## config.mk

```make
export PLATFORM = sky130hd
export DESIGN_NAME = cte_ctrl
export DESIGN_NICKNAME = d
export VERILOG_FILES = /design/src/rtl/cte_pkg.sv /design/src/rtl/cte_ctrl.sv
export SDC_FILE = /design/constraint.sdc
export NUM_CORES = 1
export LEC_CHECK = 0
export BUFFER_PORTS_ARGS = -buffer_cell sky130_fd_sc_hd__buf_4
export CORE_MARGIN = 5
export CORE_UTILIZATION = 35
export DETAILED_ROUTE_END_ITERATION = 6
export PLACE_DENSITY = 0.68
export SYNTH_ARGS = -nofsm -noshare
export SYNTH_HDL_FRONTEND = slang
export SYNTH_SLANG_ARGS = --single-unit
```

## constraint.sdc

```tcl
create_clock -name clk_i -period 4.5 [get_ports clk_i]
set_input_delay 0.675 -clock clk_i [delete_from_list [all_inputs] [get_ports clk_i]]
set_output_delay 0.675 -clock clk_i [all_outputs]
set_load 0.1 [all_outputs]
```

## src/rtl/cte_pkg.sv

```systemverilog
// Shared types and constants of the chained hash table engine.
// Used by the channel interfaces and every module under rtl/.
package cte_pkg;

  localparam int unsigned KEY_W      = 15;
  localparam int unsigned STATUS_W   = 2;
  localparam int unsigned POS_W      = 6;
  localparam int unsigned PROBE_W    = 7;
  localparam int unsigned BKT_W      = 5;
  localparam int unsigned BUCKETS_DEF  = 25;
  localparam int unsigned CAPACITY_DEF = 64;

  typedef enum logic {
    OP_INSERT = 1'b0,
    OP_SEARCH = 1'b1
  } op_e;

  typedef enum logic [STATUS_W-1:0] {
    ST_DONE      = 2'd0,
    ST_NOT_FOUND = 2'd1,
    ST_FULL      = 2'd2
  } status_e;

  // Result selection chosen by the controller
  typedef enum logic [2:0] {
    RES_FULL     = 3'd0,
    RES_HEAD     = 3'd1,
    RES_FOUND    = 3'd2,
    RES_NF_HERE  = 3'd3,
    RES_NF_ALL   = 3'd4,
    RES_INS_HERE = 3'd5,
    RES_INS_END  = 3'd6
  } res_sel_e;

  typedef struct packed {
    logic     load;
    logic     set_base;
    logic     scan_first;
    logic     scan_step;
    logic     set_res;
    res_sel_e res_sel;
    logic     sh_init;
    logic     sh_step;
    logic     place;
    logic     out_load;
  } cmd_t;

  typedef struct packed {
    logic mod_done;
    logic op_search;
    logic mode;
    logic full;
    logic empty;
    logic eq;
    logic gt;
    logic last;
    logic mv_idle;
    logic out_free;
  } sts_t;

endpackage

```

## src/rtl/cte_ctrl.sv

```systemverilog
// Controller state machine: sequences hashing, scan, shift and write-back.
// Depends on cte_pkg for the command and status structs.
module cte_ctrl (
  input  logic          clk_i,
  input  logic          rst_ni,
  input  logic          req_valid_i,
  output logic          req_ready_o,
  input  cte_pkg::sts_t sts_i,
  output cte_pkg::cmd_t cmd_o
);
  import cte_pkg::*;

  typedef enum logic [8:0] {
    S_IDLE   = 9'b000000001,
    S_HASH   = 9'b000000010,
    S_BASE   = 9'b000000100,
    S_DECIDE = 9'b000001000,
    S_SCAN   = 9'b000010000,
    S_SHINIT = 9'b000100000,
    S_SHIFT  = 9'b001000000,
    S_PLACE  = 9'b010000000,
    S_FIN    = 9'b100000000
  } state_e;

  state_e state_q, state_d;

  // Next state and commands
  always_comb begin
    state_d = state_q;
    cmd_o   = '0;
    cmd_o.res_sel = RES_FULL;
    unique case (state_q)
      S_IDLE: begin
        if (req_valid_i) begin
          cmd_o.load = 1'b1;
          state_d    = S_HASH;
        end
      end
      S_HASH: begin
        if (sts_i.mod_done) begin
          state_d = S_BASE;
        end
      end
      S_BASE: begin
        cmd_o.set_base = 1'b1;
        state_d        = S_DECIDE;
      end
      S_DECIDE: begin
        if (!sts_i.op_search) begin
          if (sts_i.full) begin
            cmd_o.set_res = 1'b1;
            cmd_o.res_sel = RES_FULL;
            state_d       = S_FIN;
          end else if (!sts_i.mode || sts_i.empty) begin
            cmd_o.set_res = 1'b1;
            cmd_o.res_sel = RES_HEAD;
            state_d       = S_SHINIT;
          end else begin
            cmd_o.scan_first = 1'b1;
            state_d          = S_SCAN;
          end
        end else if (sts_i.empty) begin
          cmd_o.set_res = 1'b1;
          cmd_o.res_sel = RES_NF_ALL;
          state_d       = S_FIN;
        end else begin
          cmd_o.scan_first = 1'b1;
          state_d          = S_SCAN;
        end
      end
      S_SCAN: begin
        if (!sts_i.op_search) begin
          if (sts_i.gt) begin
            cmd_o.set_res = 1'b1;
            cmd_o.res_sel = RES_INS_HERE;
            state_d       = S_SHINIT;
          end else if (sts_i.last) begin
            cmd_o.set_res = 1'b1;
            cmd_o.res_sel = RES_INS_END;
            state_d       = S_SHINIT;
          end else begin
            cmd_o.scan_step = 1'b1;
          end
        end else begin
          if (sts_i.eq) begin
            cmd_o.set_res = 1'b1;
            cmd_o.res_sel = RES_FOUND;
            state_d       = S_FIN;
          end else if (sts_i.mode && sts_i.gt) begin
            cmd_o.set_res = 1'b1;
            cmd_o.res_sel = RES_NF_HERE;
            state_d       = S_FIN;
          end else if (sts_i.last) begin
            cmd_o.set_res = 1'b1;
            cmd_o.res_sel = RES_NF_ALL;
            state_d       = S_FIN;
          end else begin
            cmd_o.scan_step = 1'b1;
          end
        end
      end
      S_SHINIT: begin
        cmd_o.sh_init = 1'b1;
        state_d       = S_SHIFT;
      end
      S_SHIFT: begin
        if (sts_i.mv_idle) begin
          state_d = S_PLACE;
        end else begin
          cmd_o.sh_step = 1'b1;
        end
      end
      S_PLACE: begin
        cmd_o.place = 1'b1;
        state_d     = S_FIN;
      end
      S_FIN: begin
        if (sts_i.out_free) begin
          cmd_o.out_load = 1'b1;
          state_d        = S_IDLE;
        end
      end
      default: state_d = S_IDLE;
    endcase
  end

  always_ff @(posedge clk_i or negedge rst_ni) begin
    if (!rst_ni) begin
      state_q <= S_IDLE;
    end else begin
      state_q <= state_d;
    end
  end

  assign req_ready_o = (state_q == S_IDLE);

endmodule

```

==> impl_results.md, run 1 <==
* Endpoints failing hold at 0
* Biggest regs: state_q x9
* Distinct cells, synth at 35
* Measured slew at the worst slew-check pin at between 300 and 400 ps
* CP arrival at about 2500 ps
* Synth Flop Type: dfrtp_1
* Largest net degree at the start of global routing at 11
* Max reg flops at 9
* Final worst path period share at 0.694
* Ys async rst share at 1.00
* Total GRT Usage at 0.132
* Post-CTS setup buffer count at 0
* Clock period minus worst slack at about 3100 ps
* Post-CTS Hold Buffers at 0
* # Max-Cap Violations at 0
* Clock latency on the worst-skew pair at roughly 260 ps
* Reg power frac at 0.266
* CP max FO at 8
* DR vias/cell at roughly 5.4
* Hpwl dp at approximately 1500 um
* Largest register by flop count: state_q
* Register area share after synthesis at 0.307
* Switch share at 0.526
* Placed insts at 138
* Total grt overflow at 0
* Clk pwr share at 0.136
* Longest Clk Path Bufs at 2
* Commonest cells in the netlist: dfrtp_1, inv_1, nor2_1
* Placer Congestion at between 0.7 and 0.8
* Layout cells sized above 1 at 0.330
* Hold WC Path Type: primary input to asynchronous set/reset pin
* Startpoint types: flop
* Vias at roughly 770
* Yosys top cell area share at 0.272
* Initial antenna violation count at 0
* Top post-synthesis cells by area: dfrtp_1, nor4b_1, o21ai_0
* Vias in the first global route at around 760
* Pwr dens at 473 mW/mm2
* Post-synth EDFFs at 0
* H-tree Lvls at 1
* WS Path Type: flop to primary output
* Cell area after synthesis at 737 um2
* Final non-filler cell total at between 100 and 150
* Outcome: finished clean
* Mean Syn Cell Area at about 8.2 um2
* Layout Cell Area excl Fill at around 1000 um2
* RSZ-0062 raised after global routing: no
* Internal power at approximately 0.22 mW
* Layout Skew at between 4 and 5 ps
* Post-CTS sizing at 0
* CTS tree: done
* CTS sink cnt at 9
* First-pass GRT wire length at 3350 um
* Cell taking the most area after synthesis: dfrtp_1
* Slew Limit Fails at 0
* Setup tns final at 0 ps
* Syn. warnings at 0
* Initial DRC count at 20
* First drt pass iteration count at 4
* I/O pin count at 26
* Site Rows at 16
* TritonCTS Buffers at 3
* Wire per inst at 13.3 um
* Mapped Cells at 90
* Maximum vdd ir drop at roughly 0.25 mV
* Final net count at between 100 and 150
* Net Count, Synth at approximately 100
* Worst EP required at 3830 ps
* Starting density of the core at 0.372
* Final setup vio count at 0
* P&R area growth vs syn at 31.7%
* WHS at about 230 ps
* Rel. slew slack at 0.747
* Root Buffer: clkbuf_4
* NetSw at around 0.24 mW
* F_max at roughly 0.32 GHz
* Leakage Power at 0.449 nW
* Antenna-violating nets left at 0
* Core Area at just under 0.002 mm2
* Final WL at 1880 um
* DR DRC count at 0
* Comb pwr share at 0.597
* IO buf count at 25
* Die width at 55.9 um
* Ant diodes at 0
* Worst-path clk slew at approximately 60 ps
* Die Footprint at ~0.0031 mm2
* Worst Setup End Kind: primary output
* #FFs+latches synth at 9
* Die H at between 50 and 60 um
* Placed Instance Area at 945 um2
* Overall Power at between 0.4 and 0.5 mW
## power by group through the flow
stage	combinational, mW	sequential, mW	clock [mW]
3_5_place_dp	0.275	0.123	0
3_3_place_gp	0.274	0.122	0
6_report	0.274	0.122	0.0626
4_1_cts	0.276	0.122	0.0661
2_1_floorplan	0.245	0.117	0
5_1_grt	0.296	0.127	0.0711
## worst max-delay path: stages, from the launching register on
cell	delay, ps
dfrtp_1	470
or4_4	550
or3_1	480
nor4b_2	350
buf_4	350
## final timing paths
| kind | start | end | slack (ps) | cells after the start |
|---|---|---|---|---|
| min | rst_ni | state_q[1] | 230 | 1 |
| min reg2reg | state_q[0] | state_q[0] | 590 | 2 |
| max in group asynchronous | rst_ni | state_q[0] | 4060 | 1 |
| min in group clk_i | req_valid_i | state_q[0] | 570 | 2 |
| max | state_q[4] | cmd_o[1] | 1380 | 4 |
| max reg2reg | state_q[4] | state_q[8] | 1970 | 5 |
## through the flow
stage / setup slack [ps] / utilization
global placement: 1680 / 0.477
detailed placement: 1650 / 0.477
CTS: 1340 / 0.490
global route: 1250 / 0.490
finish: 1380 / 0.490
floorplan: 268 / -
## layout by cell type (no fill, tap or decap), drive strengths merged, types with 2 or more instances in the layout
cell type  netlist  routed
o21ai            7       7
or3              4       4
nand2b           4       4
o41ai            2       2
nor3             5       5
nor4             3       3
buf              4      25
nor4b            4       4
or4              2       2
o2111ai          2       2
xor2             2       2
or2              2       2
nor3b            2       2
nor2             8       8
nand3            2       2
a21oi            5       5
inv              8       8
clkbuf           0       4
dfrtp            8       8
nand2            4       4
## cells by family (layout without fill, tap and decap cells)
family	after synthesis	in the layout	share of synthesized area
buf+inv	12	37	0.0849
simple gates	43	43	0.360
mux	1	1	0.0204
xor+xnor	2	2	0.0238
compound gates	23	23	0.204
flops	9	9	0.307
## cell type report
class	count	area, um2
sequential	9	226
fill	195	1010
multi-input combinational	69	467
tap	27	33.8
clock buffer	4	26.3
timing repair buffer	25	188
inverter	8	30.0
## per-layer routing
metal / vias up / share of wire / routed length (um) / GRT usage
li1: 383 / - / - / -
met1: 366 / 0.44 / 827 / 0.170
met2: 22 / 0.49 / 927 / 0.220
met3: 2 / 0.057 / 107 / 0.0139
met4: 0 / 0.011 / 21 / 0.0610
met5: - / 0 / 0 / 0
Note: power is estimated with default switching activity, not from simulation.
==> run 2, diff against run 1 <==
PLACE_DENSITY = 0.7   (was 0.68)
clock period = 2.8 ns   (was 4.5 ns; I/O delays follow)
==> impl_results.md, run 2 (synthesis results as in run 1) <==
* Outcome: finished clean (unchanged)
* CP max FO at 8 (unchanged)
* Antenna-violating nets left at 0 (unchanged)
* IO buf count at 25 (unchanged)
* Slowest-stage cell, CP: or4_4 (unchanged)
* M1 WL at 850 um (was 827 um)
* Max layer used: met4 (unchanged)
* Layout cells sized above 1 at 0.398 (was 0.330)
* Hpwl dp at 1540 um (was 1480 um)
* Biggest regs: state_q x9 (unchanged)
* Comb pwr share at 0.622 (was 0.597)
* Overall Power at 0.787 mW (was 0.459 mW)
* Final setup vio count at 0 (unchanged)
* Clk pwr share at 0.125 (was 0.136)
* Hold WC Path Type: primary input to flop (was primary input to asynchronous set/reset pin)
* Final worst path period share at 0.961
* CTS sink cnt at 9 (unchanged)
* Endpoints failing hold at 0 (unchanged)
* # Max-Cap Violations at 0 (unchanged)
* Worst path cell trace: or4_4, or3_2, nor3_4, buf_6 (was or4_4, or3_1, nor4b_2, buf_4)
* Pwr dens at 733 mW/mm2 (was 473 mW/mm2)
* Total grt overflow at 0 (unchanged)
* DR DRC count at 0 (unchanged)
* R2r setup slk at 450 ps (was 1970 ps)
* Maximum vdd ir drop at 0.524 mV (was 0.248 mV)
* Wire per inst at 13.0 um (was 13.3 um)
* Die H at 55.9 um (unchanged)
* Total GRT Usage at 0.123 (was 0.132)
* WS Path Type: flop to primary output (unchanged)
* Clock period minus worst slack at approximately 2700 ps
* Leading cell type in the layout, fill and taps excluded: buf_4 (unchanged)
* First-pass GRT wire length at 3160 um (was 3350 um)
* First drt pass iteration count at 4 (unchanged)
* Placer Congestion at 0.811 (was 0.791)
* Site Rows at 16 (unchanged)
* WHS at 330 ps (was 227 ps)
* Worst EP required at 2380 ps (was 3830 ps)
* Met3 wire length at 61 um (was 107 um)
* Smallest setup slack after layout at 109 ps (was 1380 ps)
* F_max at roughly 0.37 GHz
* Slew Limit Fails at 0 (unchanged)
* Final core occ at 0.542 (was 0.490)
* Ant diodes at 0 (unchanged)
* Die Footprint at 0.00312 mm2 (unchanged)
* Die width at 55.9 um (unchanged)
* Layout fillers at 185 (was 195)
* P&R area growth vs syn at 45.8% (was 31.7%)
* CP max stage delay at 560 ps (was 550 ps)
* Worst-path clk slew at 50 ps (was 60 ps)
* Core Area at 0.00198 mm2 (unchanged)
* Clock latency on the worst-skew pair at 260 ps (about the same)
* Leakage Power at 0.471 nW (was 0.449 nW)
* CTS tree: done (unchanged)
* NetSw at 0.412 mW (was 0.242 mW)
* Switch share at 0.523 (was 0.526)
* Largest net degree at the start of global routing at 11 (unchanged)
* I/O pin count at 26 (unchanged)
* Measured slew at the worst slew-check pin at 422 ps (was 377 ps)
* Initial antenna violation count at 0 (unchanged)
* Setup WS pre-CTS at 221 ps (was 1650 ps)
* CP arrival at 2270 ps (was 2450 ps)
* Layout Skew at 11.9 ps (was 4.90 ps)
* Root Buffer: clkbuf_4 (unchanged)
* Most frequent cells in the layout: buf_4, nor2_1, dfrtp_1 (was buf_4, nor2_1, inv_1, dfrtp_1, o21ai_0)
* Rel. slew slack at 0.716 (was 0.747)
* Final net count at 132 (was 129)
* Largest register by flop count: state_q (unchanged)
* Vias in the first global route at 774 (was 758)
* DR vias/cell at 5.44 (about the same)
* Longest Clk Path Bufs at 2 (unchanged)
* Max reg flops at 9 (unchanged)
* Startpoint types: flop (unchanged)
* Worst Setup End Kind: primary output (unchanged)
* Setup tns final at 0 ps (unchanged)
* H-tree Lvls at 1 (unchanged)
* Reg power frac at 0.252 (was 0.266)
* Final WL at 1880 um (about the same)
* Starting density of the core at 0.372 (unchanged)
* Vias at 789 (was 773)
* TritonCTS Buffers at 3 (unchanged)
* Internal power at 0.376 mW (was 0.217 mW)
* Initial DRC count at 18 (was 20)
* RSZ-0062 raised after global routing: no (unchanged)
* Met2 wire length at 950 um (was 927 um)
## run 2: changes by cell type in the layout (fill, tap and decap cells not counted), moves of 2 or more
cell,delta
buf_4,-2
buf_6,+4
nor4b_2,-2
nor4b_4,+2
## run 2: critical path, delay by kind of cell, from the launching register on
family	cells	cell delay, ps
buffers and inverters	1	250
AND/OR/NAND/NOR	3	1310
flip-flops	1	460
## run 2: metrics by stage
step / cell area [um2] / instances
after floorplan: 815 / 90
after global routing: 1070 / 145
final: 1070 / 145
after global placement: 1010 / 139
after detailed placement: 1010 / 139
after CTS: 1060 / 144
## run 2: final timing paths
path                                    to        start  depth (start not counted)
worst max-delay path              cmd_o[9]   state_q[4]                          4
worst min-delay path            state_q[0]  req_valid_i                          2
worst max register to register  state_q[8]   state_q[4]                          5
worst min register to register  state_q[0]   state_q[0]                          2
max in group asynchronous       state_q[0]       rst_ni                          2
min in group asynchronous       state_q[8]       rst_ni                          2
## run 2: cell type report
type	instances	area [um2]	area share
Sequential cell	9	226	0.211
Inverter	8	33.8	0.0314
Tap cell	27	33.8	0.0314
Multi-Input combinational cell	69	527	0.490
Timing Repair Buffer	28	228	0.212
Clock buffer	4	26.3	0.0244
## run 2: routing by layer
layer  track usage  up-vias
met5             0        -
met4        0.0441        0
met3        0.0302        2
met2         0.204       18
met1         0.155      377
li1              -      392
## run 2: timing repair
item                                    4_1_cts  5_1_grt
setup buffers                                 0        1
pin swaps                                     0        1
endpoints found under the setup margin        2        5
endpoints found under the hold margin         8        0
hold buffers                                  1        0
gates resized for setup                       3        2
## run 2: power by group through the flow
stage | combinational (mW) | clock, mW | sequential [mW]
final | 0.490 | 0.0988 | 0.199
after global routing | 0.524 | 0.111 | 0.202
after CTS | 0.493 | 0.103 | 0.198
after detailed placement | 0.480 | 0 | 0.200
after global placement | 0.477 | 0 | 0.198
after floorplan | 0.416 | 0 | 0.191
==> run 3, diff against run 2 <==
ABC_AREA = 1   (was unset)
PLACE_DENSITY = 0.69   (was 0.7)
==> impl_results.md, run 3 <==
* Maximum vdd ir drop at 0.430 mV (was 0.524 mV)
* H-tree Lvls at 1 (unchanged)
* Met2 wire length at 1040 um (was 950 um)
* Worst EP required at 2380 ps (about the same)
* Layout fillers at 227 (was 185)
* Measured slew at the worst slew-check pin at 297 ps (was 422 ps)
* Die Footprint at 0.00324 mm2 (was 0.00312 mm2)
* DR DRC count at 0 (unchanged)
* Final worst path period share at 0.799 (was 0.961)
* Smallest setup slack after layout at 562 ps (was 109 ps)
* Mean Syn Cell Area at 5.97 um2 (was 8.19 um2)
* First-pass GRT wire length at 3610 um (was 3160 um)
* Post-CTS setup buffer count at 0 (unchanged)
* Syn. warnings at 0 (unchanged)
* Top post-synthesis cells by area: dfrtp_1, nor2_1, inv_1 (was dfrtp_1, nor4b_1, o21ai_0)
* Slew Limit Fails at 0 (unchanged)
* Total GRT Usage at 0.141 (was 0.123)
* Clock latency on the worst-skew pair at 260 ps (about the same)
* Endpoints failing hold at 0 (unchanged)
* Final WL at 2080 um (was 1880 um)
* Worst path cell trace: nor2_2, nand2_2, nor2_2, nand2_2, inv_1, nand3_1, nand3_1, buf_4 (was or4_4, or3_2, nor3_4, buf_6)
* F_max at 0.447 GHz (was 0.372 GHz)
* WS Path Type: flop to primary output (unchanged)
* Die width at 56.9 um (was 55.9 um)
* Cell taking the most area after synthesis: dfrtp_1 (unchanged)
* Setup tns final at 0 ps (unchanged)
* TritonCTS Buffers at 3 (unchanged)
* Layout Skew at 2.62 ps (was 11.9 ps)
* Layout cells sized above 1 at 0.296 (was 0.398)
* Largest net degree at the start of global routing at 10 (was 11)
* Placer Congestion at 0.876 (was 0.811)
* Initial DRC count at 23 (was 18)
* Most frequent cells in the layout: nor2_1, buf_4, inv_1 (was buf_4, nor2_1, dfrtp_1)
* I/O pin count at 26 (unchanged)
* Synth Flop Type: dfrtp_1 (unchanged)
* CTS sink cnt at 9 (unchanged)
* Largest register by flop count: state_q (unchanged)
* Final setup vio count at 0 (unchanged)
* Overall Power at 0.743 mW (was 0.787 mW)
* First drt pass iteration count at 4 (unchanged)
* Outcome: finished clean (unchanged)
* Total grt overflow at 0 (unchanged)
* Final core occ at 0.485 (was 0.542)
* Hpwl dp at 1740 um (was 1540 um)
* Starting density of the core at 0.359 (was 0.372)
* RSZ-0062 raised after global routing: no (unchanged)
* Count leader, synth: nor2_1
* Cell area after synthesis at 771 um2 (was 737 um2)
* Worst-path clk slew at 60 ps (was 50 ps)
* Net Count, Synth at 142 (was 103)
* Slowest-stage cell, CP: dfrtp_1 (was or4_4)
* Biggest regs: state_q x9 (unchanged)
* Antenna-violating nets left at 0 (unchanged)
* Setup WS pre-CTS at 890 ps (was 221 ps)
* Leading cell type in the layout, fill and taps excluded: nor2_1 (was buf_4)
* Met3 wire length at 165 um (was 61 um)
* Initial antenna violation count at 0 (unchanged)
* Wire per inst at 11.1 um (was 13.0 um)
* Leakage Power at 0.635 nW (was 0.471 nW)
* Longest Clk Path Bufs at 2 (unchanged)
* #FFs+latches synth at 9 (unchanged)
* Ant diodes at 0 (unchanged)
* Register area share after synthesis at 0.294 (was 0.307)
* CP max stage delay at 420 ps (was 560 ps)
* Worst Setup End Kind: primary output (unchanged)
* Clock period minus worst slack at 2240 ps (was 2690 ps)
* CP max FO at 6 (was 8)
* Site Rows at 17 (was 16)
* Max reg flops at 9 (unchanged)
* Distinct cells, synth at 22 (was 35)
* Hold WC Path Type: primary input to flop (unchanged)
* M1 WL at 831 um (was 850 um)
* Startpoint types: flop (unchanged)
* P&R area growth vs syn at 35.1% (was 45.8%)
* CTS tree: done (unchanged)
* Die H at 56.9 um (was 55.9 um)
* Root Buffer: clkbuf_4 (unchanged)
* Core Area at 0.00215 mm2 (was 0.00198 mm2)
* Vias at 916 (was 789)
* CP bufs+invs at 2 (was 1)
* # Max-Cap Violations at 0 (unchanged)
* DR vias/cell at 4.90 (was 5.44)
* Rel. slew slack at 0.801 (was 0.716)
* Kind of cell adding the most delay to the critical path: simple AND/OR/NAND/NOR gates (unchanged)
* Ys async rst share at 1.00 (unchanged)
* Mapped Cells at 129 (was 90)
* IO buf count at 25 (unchanged)
* Vias in the first global route at 917 (was 774)
* Pwr dens at 714 mW/mm2 (was 733 mW/mm2)
* Final net count at 173 (was 132)
* Max layer used: met4 (unchanged)
* Post-CTS sizing at 0 (was 3)
* Yosys top cell area share at 0.260 (was 0.272)
* Commonest cells in the netlist: nor2_1, inv_1, nand2_1 (was dfrtp_1, inv_1, nor2_1)
* CP arrival at 1820 ps (was 2270 ps)
* Post-CTS Hold Buffers at 1 (unchanged)
* Post-synth EDFFs at 0 (unchanged)
==> run 3: cell types whose count changed after synthesis, sizes merged, moves of 3 or more <==
| cell | before | now |
|---|---|---|
| nor2 | 8 | 35 |
| nand2 | 4 | 27 |
| inv | 8 | 26 |
| nand3 | 2 | 15 |
| buf | 4 | 0 |
| nand2b | 4 | 0 |
| nor4b | 4 | 0 |
| or3 | 4 | 0 |
| nor3 | 5 | 2 |
==> run 3: worst paths after layout <==
check	slack [ps]	cells past startpoint	to	from
worst max register to register	1330	10	state_q[8]	state_q[2]
worst min register to register	680	4	state_q[0]	state_q[0]
worst max-delay path	560	8	cmd_o[6]	state_q[2]
worst min-delay path	390	2	state_q[6]	sts_i[1]
min in group asynchronous	520	2	state_q[6]	rst_ni
max in group asynchronous	2070	2	state_q[0]	rst_ni
==> run 3: area by class of cell <==
cell class                      count  area [um2]  share of cell area
Tap cell                           28        35.0              0.0337
Multi-Input combinational cell     93         454               0.436
Timing Repair Buffer               26         198               0.190
Clock buffer                        4        26.3              0.0252
Inverter                           27         101              0.0974
Sequential cell                     9         226               0.218
==> run 3: cells by family after synthesis <==
group,Yosys count,synth area share
compound gates,10,0.0747
flops,9,0.294
simple gates,83,0.500
buf+inv,27,0.131
==> run 3: per-stage QoR <==
step           area (um2)  hold WS (ps)  std cells
4_1_cts              1040           389        187
2_1_floorplan         782           124        129
6_report             1040           392        187
5_1_grt              1040           403        187
3_5_place_dp         1000           250        182
3_3_place_gp         1000           250        182
==> run 3: per-layer routing <==
layer  up-vias  track usage
li1        455            -
met1       416        0.152
met2        39        0.241
met3         6       0.0437
met4         0       0.0795
met5         -            0
==> run 3: power breakdown <==
part / leakage [nW] / switching [mW] / internal (mW)
combinational: 0.499 / 0.338 / 0.120
clock: 0.0150 / 0.0438 / 0.0548
sequential: 0.120 / 0.0260 / 0.160
